### config.mk
export PLATFORM = sky130hd
export DESIGN_NAME = nrw_ctrl
export DESIGN_NICKNAME = d
export VERILOG_FILES = /design/src/rtl/core/nonce_replay_window_defines.svh /design/src/rtl/core/nrw_pkg.sv /design/src/rtl/core/nrw_ctrl.sv
export SDC_FILE = /design/constraint.sdc
export NUM_CORES = 1
export LEC_CHECK = 0
export BUFFER_PORTS_ARGS = -buffer_cell sky130_fd_sc_hd__buf_2
export CORE_AREA = 2 2 39 41
export CTS_CLUSTER_SIZE = 14
export DETAILED_ROUTE_END_ITERATION = 16
export DIE_AREA = 0 0 41 43
export GPL_TIMING_DRIVEN = 0
export HOLD_SLACK_MARGIN = 0.02
export PLACE_DENSITY = 0.45
export SLEW_MARGIN = 20
export SYNTH_ARGS = -nofsm -noshare
export SYNTH_HDL_FRONTEND = slang
export SYNTH_SLANG_ARGS = --single-unit
### constraint.sdc
create_clock -name i_clk -period 3.25 [get_ports i_clk]
set_clock_uncertainty 0.05 [all_clocks]
set_input_delay 0.325 -clock i_clk [delete_from_list [all_inputs] [get_ports i_clk]]
set_output_delay 0.325 -clock i_clk [all_outputs]
set_load 0.005 [all_outputs]
### src/rtl/core/nonce_replay_window_defines.svh
// Assertion helpers for the nonce replay window.
// NRW_ASSERT checks on i_clk and is off while i_rst_n is low.
// NRW_ASSERT_ANY checks on i_clk at every edge.
`ifndef NONCE_REPLAY_WINDOW_DEFINES_SVH
`define NONCE_REPLAY_WINDOW_DEFINES_SVH

`ifndef SYNTHESIS
`define NRW_ASSERT(lbl, prop) \
    lbl: assert property (@(posedge i_clk) disable iff (!i_rst_n) prop) \
        else $error("nonce_replay_window assertion failed");
`define NRW_ASSERT_ANY(lbl, prop) \
    lbl: assert property (@(posedge i_clk) prop) \
        else $error("nonce_replay_window assertion failed");
`else
`define NRW_ASSERT(lbl, prop)
`define NRW_ASSERT_ANY(lbl, prop)
`endif

`endif

### src/rtl/core/nrw_pkg.sv
`default_nettype none

package nrw_pkg;

    localparam int DEF_RING_DEPTH = 256;

    localparam int NONCE_LO_W = 64;
    localparam int NONCE_HI_W = 32;
    localparam int NONCE_W    = NONCE_LO_W + NONCE_HI_W;
    localparam int STATUS_W   = 2;

    localparam logic CMD_CHECK = 1'b0;
    localparam logic CMD_GEN   = 1'b1;

    localparam logic [STATUS_W-1:0] STATUS_FRESH  = 2'd0;
    localparam logic [STATUS_W-1:0] STATUS_REPLAY = 2'd1;
    localparam logic [STATUS_W-1:0] STATUS_GEN    = 2'd2;

    localparam logic [NONCE_LO_W-1:0] COUNTER_RESET = 64'd2;
    localparam logic [NONCE_LO_W-1:0] COUNTER_STEP  = 64'd2;

    // controller -> datapath
    typedef struct packed {
        logic load;    // latch the incoming item, restart the scan
        logic issue;   // read ring entry at scan index, advance index
        logic store;   // write latched nonce at head, emit fresh/generated result
        logic reply;   // emit replay result
    } t_dp_cmd;

    // datapath -> controller
    typedef struct packed {
        logic fill_zero;
        logic all_issued;
        logic pend;
        logic match;
        logic out_free;
    } t_dp_stat;

endpackage

`default_nettype wire

### src/rtl/core/nrw_ctrl.sv
`default_nettype none

module nrw_ctrl
    import nrw_pkg::*;
(
    input  wire logic     i_clk,
    input  wire logic     i_rst_n,
    input  wire logic     i_in_valid,
    output logic          o_in_ready,
    input  wire logic     i_cmd,
    input  wire t_dp_stat i_stat,
    output t_dp_cmd       o_ctl
);

    typedef enum logic [3:0] {
        S_IDLE  = 4'b0001,
        S_SCAN  = 4'b0010,
        S_STORE = 4'b0100,
        S_REPLY = 4'b1000
    } t_state;

    t_state r_state;
    t_state n_state;
    logic   accept;

    assign o_in_ready = (r_state == S_IDLE);
    assign accept     = i_in_valid && o_in_ready;

    always_comb begin
        n_state     = r_state;
        o_ctl       = '0;
        o_ctl.load  = accept;
        unique case (r_state)
            S_IDLE: begin
                if (accept) begin
                    if (i_cmd == CMD_GEN || i_stat.fill_zero) begin
                        n_state = S_STORE;
                    end else begin
                        n_state = S_SCAN;
                    end
                end
            end
            S_SCAN: begin
                // one read per cycle; data returns in the cycle after the read
                if (i_stat.match) begin
                    n_state = S_REPLY;
                end else if (i_stat.all_issued && !i_stat.pend) begin
                    n_state = S_STORE;
                end else begin
                    o_ctl.issue = !i_stat.all_issued;
                end
            end
            S_STORE: begin
                if (i_stat.out_free) begin
                    o_ctl.store = 1'b1;
                    n_state     = S_IDLE;
                end
            end
            S_REPLY: begin
                if (i_stat.out_free) begin
                    o_ctl.reply = 1'b1;
                    n_state     = S_IDLE;
                end
            end
            default: begin
                n_state = S_IDLE;
            end
        endcase
    end

    always_ff @(posedge i_clk) begin
        if (!i_rst_n) begin
            r_state <= S_IDLE;
        end else begin
            r_state <= n_state;
        end
    end

endmodule

`default_nettype wire

-- Word level (Yosys, flattened, before mapping)
Cells that the tools add are included.
- flip-flop bits (word level): 4
- bits in latches: 0
- bits in writable memories: 0
- ROM bits: 0
- bits of input ports: 9
- output and inout port bits: 5
- logic and storage cells: 27
- memories kept: 0
- add/subtract/negate cells: 0
- $mul: 0
- divide/modulo/power cells: 0
- magnitude comparators: 0
- equality and inequality tests: 7
- shift operators: 0
- multiplexer cells: 12
- bitwise gates (word level): 0
- reductions and logical operators: 7
- operator list (kind ; count):
    4-bit 2-to-1 mux ; 4
    4-bit one-hot mux with 3 select lines ; 1
    1-bit 2-to-1 mux ; 6
    4-bit by 1-bit equality test with 1-bit output (second input constant) ; 1
    4-bit by 2-bit equality test with 1-bit output (second input constant) ; 1
    4-bit by 3-bit equality test with 1-bit output (second input constant) ; 1
    4-bit equality test (second input constant) ; 1
    2-bit by 1-bit inequality test with 1-bit output (second input constant) ; 2
    3-bit 2-to-1 mux ; 1
    3-bit inequality test (second input constant) ; 1
    3-bit AND reduction ; 1
    1-bit logical AND ; 2
    1-bit zero test ; 2
    2-bit OR reduction ; 1
    1-bit logical OR ; 1

-- Depth between registers and ports, before layout
Gate-level depths: netlist of run 1.
- depth in word-level cells: 5
- depth in mapped cells: 4
- mapped depth without buffers: 4

-- Least setup slack after synthesis of run 1
Ideal clock, no wire load.
- path kind: register to register
- start: reg r_state[3]
- end: reg r_state[2]
- setup time: 119 ps
- arrival time: 1322 ps
- data required time: 3081 ps
- path slack: 1759 ps
- stages on the path, launching flop included: 5
- buffers on the path: 0
- period minus slack after synthesis: 1491 ps
- path through: dfxtp_1 > nor4b_4 > a22o_4 > o21ba_4 > o221a_1
- longest elaborated chain between the ends: 4
- elaborated cells between the ends (all ways): 11
- classes of those cells: 7 x eq/ne; 1 x mux; 3 x reduce/logical
- ends and longest elaborated chain (what ; RTL line ; RTL):
    from (decl) ; nrw_ctrl.sv:22 ; t_state r_state;
    from (signal assigned) ; nrw_ctrl.sv:75 ; r_state <= n_state;
    4-bit by 1-bit equality test with 1-bit output * ; nrw_ctrl.sv:26 ; assign o_in_ready = (r_state == S_IDLE);
    via o_in_ready ; nrw_ctrl.sv:9 ; output logic o_in_ready,
    1-bit logical AND ; nrw_ctrl.sv:27 ; assign accept = i_in_valid && o_in_ready;
    2-bit by 1-bit inequality test with 1-bit output (no source line) ; -- ;
    3-bit AND reduction (no source line) ; -- ;
The timed path passes the listed nets; every way through them passes the cells marked *.
A chain may end at the register's enable or synchronous reset.

-- Worst setup path in the final report of run 1
- start: reg r_state[3]
- end: out o_ctl[3] (netlist name)
- longest elaborated chain between the ends: 2
- ends and longest elaborated chain (what ; RTL line ; RTL):
    4-bit by 1-bit equality test with 1-bit output ; nrw_ctrl.sv:26 ;
    1-bit logical AND ; nrw_ctrl.sv:27 ;
    to (decl) ; nrw_ctrl.sv:12 ; output t_dp_cmd o_ctl
No other way between the ends.

==> results of run 1 <==
cells by family (layout without fill, tap and decap cells):
kind of cell	count (synthesis)	in the layout	synth area share, %
xor gates and xnor gates	1	1	2.95
and+or+nand+nor	17	17	40.5
buffers and inverters	2	18	3.80
DFF	4	4	27.0
muxes	1	1	3.38
AOI/OAI and AO/OA	6	6	22.4
metrics by stage:
step	util, %	cells
CTS	29.2	63
floorplan	-	31
global placement	27.6	60
global route	29.2	63
finish	29.2	63
detailed placement	27.6	60
cells in the final DEF, fill, tap and decap left out:
| master | instances |
|---|---|
| clkbuf_4 | 3 |
| o311ai_0 | 1 |
| nor2_1 | 3 |
| and2_2 | 1 |
| buf_2 | 13 |
| a22oi_1 | 1 |
| inv_1 | 1 |
| xor2_1 | 1 |
| nor2b_1 | 2 |
| nand3b_1 | 1 |
| nor4b_4 | 1 |
| o221a_1 | 1 |
| buf_4 | 1 |
| mux2i_1 | 1 |
| and4b_1 | 1 |
| nand3_1 | 1 |
| nand2b_1 | 1 |
| nand2_1 | 3 |
| a22o_4 | 1 |
| o21ai_0 | 1 |
| dfxtp_1 | 4 |
| nor3_1 | 2 |
| nor4b_2 | 1 |
| o21ba_4 | 1 |
synthesized netlist by cell type:
library cell  number
dfxtp_1            4
nand2_1            3
nor2_1             3
nor2b_1            2
nor3_1             2
a22o_4             1
a22oi_1            1
and2_2             1
and4b_1            1
buf_4              1
inv_1              1
mux2i_1            1
nand2b_1           1
nand3_1            1
nand3b_1           1
nor4b_2            1
nor4b_4            1
o21ai_0            1
o21ba_4            1
o221a_1            1
o311ai_0           1
xor2_1             1
power groups by stage:
| stage | Clock (W) | Sequential [W] | Combinational, W |
|---|---|---|---|
| floorplan | 0 | 0.0000754 | 0.0000797 |
| global placement | 0 | 0.0000803 | 0.000106 |
| detailed placement | 0 | 0.0000799 | 0.000106 |
| CTS | 0.0000641 | 0.0000790 | 0.000107 |
| global route | 0.0000680 | 0.0000804 | 0.000117 |
| finish | 0.0000607 | 0.0000786 | 0.000105 |
per-layer routing:
metal	part of all wire, %	global-route usage, %
met5	0	0
met4	0	2.00
met3	7.1	6.28
met2	42	11.3
met1	51	12.5
final cells by class:
type / count / area [sq um]
plain buffers: 1 / 7.51
well taps: 16 / 20.0
fillers: 148 / 980
clock buffers: 3 / 22.5
repair buffers: 13 / 65.1
inverters: 1 / 3.75
flip-flops and latches: 4 / 80.1
multi-input cells: 25 / 205
worst max-delay path by stage:
stage          slack, ns         end
2_1_floorplan       1.76  r_state[2]
3_3_place_gp        1.63  r_state[2]
3_5_place_dp        1.63    o_ctl[3]
4_1_cts             1.36    o_ctl[3]
5_1_grt             1.26    o_ctl[3]
6_report            1.38    o_ctl[3]
==> flow_summary.toml, run 1 <==
[sta]
setup_viol = 0
finalCritPeriodShare_pct = 57.5
rsz0062_at_grt = "no"
tightest_slew_ns = 0.442
hold_viol_final = 0
final_max_slew_viol_count = 0
maxSlewHeadroom_pct = 70.4
fmax_mhz = 535
worst_slack_ns = 1.38
fin_setup_tns_ns = 0
finalCriticalPeriod_ns = 1.87
timing.hold.ws_ns = 0.281

[flow_run]
max_cap_viol_count = 0

[min_path]
min-delay-start = "i_rst_n"
hold_end = "r_state[0]"
hold_path_class = "primary input to register"
holdPathStages = 2

[clock_tree]
clk_pin_slew_ns = 0.04
cts_sinks = 4
cts.repair.resized = 0
cts_root_buf = "clkbuf_4"
cts_hold_buffers = 0
clk_path_buf_depth = 2
cts_tree = "yes"
numCtsBuffers = 3
postCtsSetupRepairBufs = 0
worstSkewPairLatency_ns = 0.23
htreeDepth = 1

[setup_path]
crit_path_cell_trace = "nor4b_4 > and2_2 > buf_4 > buf_2"
cp.required_ns = 2.87
start_kind = "register"
cp_max_fo = 7
path_delay_family = "simple AND/OR/NAND/NOR gates"
rr_startpoint = "r_state[3]"
cp.arrival_ns = 1.49
path_class = "register to output port"
cpPeakStageDelay_ns = 0.48
cp-end-kind = "output port"
reg2reg_to = "r_state[2]"
cp_num_cells = 4
path_buf_inv = 2
critPathSlowestCell = "nor4b_4"
rrSetupSlack_ns = 1.62
crit_start = "r_state[3]"
r2r_cells = 4

[power_and_ir_drop]
p_leak_nw = 0.195
internal_power_w = 0.000164
clockPowerShare_pct = 24.8
seq_power_share_pct = 32.1
combinationalPowerShare_pct = 43.0
sw_frac_of_total_pct = 32.8
vdd.ir_drop.worst_mv = 0.281
powerDensity_nw_per_um2 = 605
p_total_w = 0.000244
p_switching_w = 0.0000802

[place]
numPortBuffers = 13
pre_cts_ws_ns = 1.63
place_area_sq_um = 382
dp_hpwl_um = 475
gp_congestion = 0.633

[final_layout]
antenna_cells = 0
largest_register = "r_state"
reg_top3 = "r_state x4"
final_layout_size_suffix_gt1_share_pct = 46.8
largest_register_ffs = 4
nets = 58
fin_area_sq_um = 404
syn2layout_area_growth_pct = 36.3

[detailed_routing]
drt_first_pass_iters = 3
routed_wl_um = 607
drc = 0
vias = 280
drtIter0Drc = 1
ant_nets = 0
viasPerCell = 4.44
wl_per_cell_um = 9.63

[global_routing]
antenna_found_initial = 0
grt_pass1_vias = 261
grt_pass1_wl_um = 1070
track_usage_pct = 9.04
gr-total-overflow = 0
grt_max_degree = 8

[yosys]
postSynthAreaPerCell_sq_um = 9.57
synth_seq_area_share_pct = 27.0
ys_warn_count = 0
synth_cell_types = 22
synth.ff_latch_count = 4
syn-num-nets = 40
synthCells = 31
synth_top_area_cell = "dfxtp_1"
synth_area_leaders = "dfxtp_1, nor4b_4, a22o_4"
syn_area_sq_um = 297
netlist.area_leader.share_pct = 27.0

[floorplanning]
start_util_pct = 21.4
dieHeight_um = 43
fp-row-count = 14
coreArea_sq_um = 1380
die_area_sq_um = 1760
io_pins = 14
die_w_um = 41

[run_status]
status = "complete, no violations"
(Power assumes the default switching activity.)
==> run 2, diff against run 1 <==
- clock period: 3.25 -> 1.74 ns (I/O delays scaled with it)
==> run 2 against run 1 <==
  * Design area up 3.7%
  * Sequential cell count unchanged
  * Hold slack worse by 0.15 ns
  * Die area unchanged
  * Final cell count up 3.2%
  * Sequential power up 87%
  * Sequential share of layout area down 0.71 points
  * Clock-buffer cell count unchanged
  * Largest power group unchanged
==> flow_summary.toml, run 2 (same netlist as run 1, synthesis figures left out) <==
[setup_path]
cp_max_fo = 6
critPathSlowestCell = "dfxtp_1"
rr_startpoint = "r_state[3]"
start_kind = "register"
cp.arrival_ns = 1.69
crit_path_cell_trace = "nor4b_4 > buf_4 > a22o_4 > o21ba_4 > o221a_1"
cp.required_ns = 1.81
cpPeakStageDelay_ns = 0.39
cp-end-kind = "register"
reg2reg_to = "r_state[2]"
path_class = "register to register"
r2r_cells = 5
rrSetupSlack_ns = 0.12

[clock_tree]
cts_tree = "yes"
worstSkewPairLatency_ns = 0.23
cts_sinks = 4
htreeDepth = 1
numCtsBuffers = 3
cts.repair.resized = 0
clk_pin_slew_ns = 0.04
cts_hold_buffers = 0
clk_path_buf_depth = 2
cts_root_buf = "clkbuf_4"

[place]
dp.cells = 60
dp_hpwl_um = 475
pre_cts_ws_ns = 0.124
numPortBuffers = 13
gp_congestion = 0.633

[floorplanning]
die_area_sq_um = 1760
start_util_pct = 21.4
dieHeight_um = 43
io_pins = 14
coreArea_sq_um = 1380
die_w_um = 41
fp-row-count = 14

[min_path]
hold_path_class = "primary input to register"
holdPathStages = 2
hold_end = "r_state[0]"
min-delay-start = "i_rst_n"

[detailed_routing]
drc = 0
drtIter0Drc = 1
vias = 283
wl_per_cell_um = 9.91
drt_first_pass_iters = 3
viasPerCell = 4.35
ant_nets = 0
routed_wl_um = 644

[global_routing]
grt_pass1_wl_um = 1070
gr-total-overflow = 0
track_usage_pct = 9.04
antenna_found_initial = 0
grt_max_degree = 8
grt_pass1_vias = 261

[sta]
hold_viol_final = 0
finalCriticalPeriod_ns = 1.62
final_max_slew_viol_count = 0
worst_slack_ns = 0.118
fin_setup_tns_ns = 0
maxSlewHeadroom_pct = 79.7
fmax_mhz = 617
rsz0062_at_grt = "no"
setup_viol = 0
finalCritPeriodShare_pct = 93.2
tightest_slew_ns = 0.304

[final_layout]
final_common_cell = "buf_2"
reg_top3 = "r_state x4"
largest_register_ffs = 4
final_cell_count_no_fill = 65
largest_register = "r_state"
nets = 60
syn2layout_area_growth_pct = 41.4
antenna_cells = 0
final_util_pct = 30.3
final_layout_size_suffix_gt1_share_pct = 49.0
most-common-layout-cells = "buf_2, dfxtp_1"

[power_and_ir_drop]
powerDensity_nw_per_um2 = 1180
vdd.ir_drop.worst_mv = 0.499
p_leak_nw = 0.205
p_total_w = 0.000495

[flow_run]
max_cap_viol_count = 0

[run_status]
status = "complete, no violations"
-- run 2: cell count changes in the layout (fill, tap and decap cells not counted), sizes merged --
cell | before | now
buf | 14 | 16
-- run 2: layout make-up --
cell class                      instances  area [sq um]
Sequential cell                         4          80.1
Fill cell                             150           965
Tap cell                               16          20.0
Multi-Input combinational cell         25           205
Buffer                                  1          7.51
Timing Repair Buffer                   15          80.1
Inverter                                1          3.75
Clock buffer                            3          22.5
-- run 2: timing repair --
action                                  CTS  global route
setup buffers                             0             2
hold endpoints to repair                  0             0
endpoints found under the setup margin    0             1
-- run 2: power by group --
group          switching [W]  leakage [nW]  total (W)  internal (W)
Combinational      0.0000877         0.158   0.000235      0.000147
Sequential         0.0000353        0.0329   0.000147      0.000111
Clock              0.0000364        0.0138   0.000113     0.0000770
-- run 2: critical path, delay by kind of cell, from the launching register on --
kind                   cells  cell delay, ns
and+or+nand+nor            1            0.35
buffers and inverters      1            0.20
AOI/OAI and AO/OA          3            0.52
DFF                        1            0.39
-- run 2: how the worst max path moves through the flow --
stage	startpoint	end	slack [ns]	depth (start not counted)
after floorplan	r_state[3]	r_state[2]	0.25	4
after global placement	r_state[3]	r_state[2]	0.12	4
after detailed placement	r_state[3]	r_state[2]	0.12	4
after CTS	r_state[3]	o_ctl[3]	0.005	4
after global routing	r_state[3]	o_ctl[2]	0.01	4
final	r_state[3]	r_state[2]	0.12	5
-- run 2: routing by layer --
layer	GRT usage [%]	vias to the layer above	share of wire, %
li1	-	151	-
met1	12.5	122	51
met2	11.3	10	43
met3	6.28	0	6.7
met4	2.00	0	0
met5	0	-	0
-- run 2: through the flow --
stage | area [sq um] | hold slack, ns
2_1_floorplan | 297 | 0.215
3_3_place_gp | 382 | 0.384
3_5_place_dp | 382 | 0.372
4_1_cts | 404 | 0.124
5_1_grt | 419 | 0.136
6_report | 419 | 0.129
==> run 3, diff against run 2 <==
- SETUP_SLACK_MARGIN: not set -> 0.5
==> run 3 against run 2 <==
  * Worst setup slack better by 0.12 ns
  * Combinational power grew 30%
  * Largest power group unchanged
  * First-iteration DRC count grew 100%
  * Fmax is 8.3% higher
  * Critical path depth down 1
  * Sequential cell count is the same
  * Power is 19% higher
==> flow_summary.toml, run 3 (same netlist as run 1, synthesis figures left out) <==
[setup_path]
critPathSlowestCell = "dfxtp_4"
crit_path_cell_trace = "nor4b_4 > nand2b_1 > nor2_1 > buf_2"
cp-end-kind = "output port"
cp_max_fo = 4
start_kind = "register"
path_class = "register to output port"
cp.arrival_ns = 1.27
cpPeakStageDelay_ns = 0.37
cp.required_ns = 1.52

[floorplanning]
die_w_um = 41
fp-row-count = 14
coreArea_sq_um = 1380
dieHeight_um = 43
die_area_sq_um = 1760
io_pins = 14
start_util_pct = 21.4

[sta]
final_max_slew_viol_count = 0
maxSlewHeadroom_pct = 79.7
setup_viol = 0
timing.hold.ws_ns = 0.138
fmax_mhz = 668
fin_setup_tns_ns = 0
rsz0062_at_grt = "yes"
hold_viol_final = 0
tightest_slew_ns = 0.301
finalCriticalPeriod_ns = 1.50
finalCritPeriodShare_pct = 86.0

[detailed_routing]
drt_first_pass_iters = 3
routed_wl_um = 708
viasPerCell = 4.49
drtIter0Drc = 2
ant_nets = 0
wl_per_cell_um = 9.70
drc = 0
vias = 328

[clock_tree]
htreeDepth = 1
worstSkewPairLatency_ns = 0.24
cts_sinks = 4
clk_pin_slew_ns = 0.04
clk_path_buf_depth = 2
numCtsBuffers = 3
cts_tree = "yes"
cts_root_buf = "clkbuf_4"

[final_layout]
final_common_cell = "buf_2"
antenna_cells = 0
final_cell_count_no_fill = 73
most-common-layout-cells = "buf_2, buf_4, buf_6"
largest_register_ffs = 4
reg_top3 = "r_state x4"
final_util_pct = 37.7
syn2layout_area_growth_pct = 75.9
final_layout_size_suffix_gt1_share_pct = 61.4
nets = 67
largest_register = "r_state"

[power_and_ir_drop]
p_switching_w = 0.000178
p_leak_nw = 0.250
powerDensity_nw_per_um2 = 1130
clockPowerShare_pct = 21.1
vdd.ir_drop.worst_mv = 0.553
combinationalPowerShare_pct = 51.7
internal_power_w = 0.000412
sw_frac_of_total_pct = 30.1
seq_power_share_pct = 27.2

[global_routing]
grt_pass1_wl_um = 1250
antenna_found_initial = 0
grt_max_degree = 7
grt_pass1_vias = 314
track_usage_pct = 10.6
gr-total-overflow = 0

[min_path]
hold_path_class = "primary input to register"

[place]
numPortBuffers = 13
gp_congestion = 0.633
dp.cells = 60

[run_status]
status = "complete, no violations"

[flow_run]
max_cap_viol_count = 0
## run 3: changes by cell type in the layout (fill, tap and decap cells not counted)
cell | previous run | this run
dfxtp_1 | 4 | 0
and2_4 | 0 | 1
and2_2 | 1 | 0
dfxtp_2 | 0 | 1
nor4b_2 | 1 | 0
nor4b_4 | 1 | 2
buf_6 | 0 | 5
buf_4 | 3 | 7
dfxtp_4 | 0 | 3
clkbuf_1 | 0 | 1
buf_2 | 13 | 11
## run 3: area by class of cell
| type | count | area, sq um |
|---|---|---|
| inverters | 1 | 3.75 |
| repair buffers | 22 | 153 |
| fillers | 147 | 862 |
| plain buffers | 1 | 11.3 |
| clock buffers | 4 | 26.3 |
| flip-flops and latches | 4 | 92.6 |
| well taps | 16 | 20.0 |
| multi-input cells | 25 | 215 |
## run 3: timing repair
action                                  in CTS  in global routing
setup buffers                                7                  2
resized for setup                            8                  4
hold buffers                                 0                  0
endpoints found under the setup margin       9                  9
hold endpoints to repair                     0                  0
cloned                                       0                  0
pin swaps                                    5                  3
## run 3: final timing paths
path	startpoint	endpoint	slack (ns)	cells past startpoint
worst max-delay path	r_state[3]	o_ctl[2]	0.24	4
worst min-delay path	i_rst_n	r_state[0]	0.14	2
worst max register to register	r_state[1]	r_state[2]	0.27	5
worst min register to register	r_state[1]	r_state[1]	0.46	2
## run 3: power groups by stage
stage	Combinational [W]	Clock, W	Sequential, W
final	0.000305	0.000125	0.000160
after global routing	0.000338	0.000144	0.000166
after CTS	0.000270	0.000134	0.000160
after detailed placement	0.000193	0	0.000148
after global placement	0.000198	0	0.000149
after floorplan	0.000147	0	0.000140
## run 3: critical path, delay by kind of cell, from the launching register on
family	cells	cell delay, ns
AND/OR/NAND/NOR	3	0.55
buffers and inverters	1	0.12
flip-flops	1	0.37
## run 3: per-layer routing
| layer | vias up | wire length (um) | global-route usage, % |
|---|---|---|---|
| li1 | 166 | - | - |
| met1 | 151 | 337 | 13.9 |
| met2 | 11 | 310 | 14.7 |
| met3 | 0 | 60 | 6.28 |
| met4 | 0 | 0 | 2.00 |
| met5 | - | 0 | 0 |
## run 3: metrics by stage
stage	worst slack, ns	cell area, sq um	power, W
floorplan	0.281	300	0.000287
global placement	0.178	385	0.000346
detailed placement	0.199	385	0.000342
CTS	0.244	488	0.000564
global route	0.140	522	0.000647
finish	0.243	522	0.000590
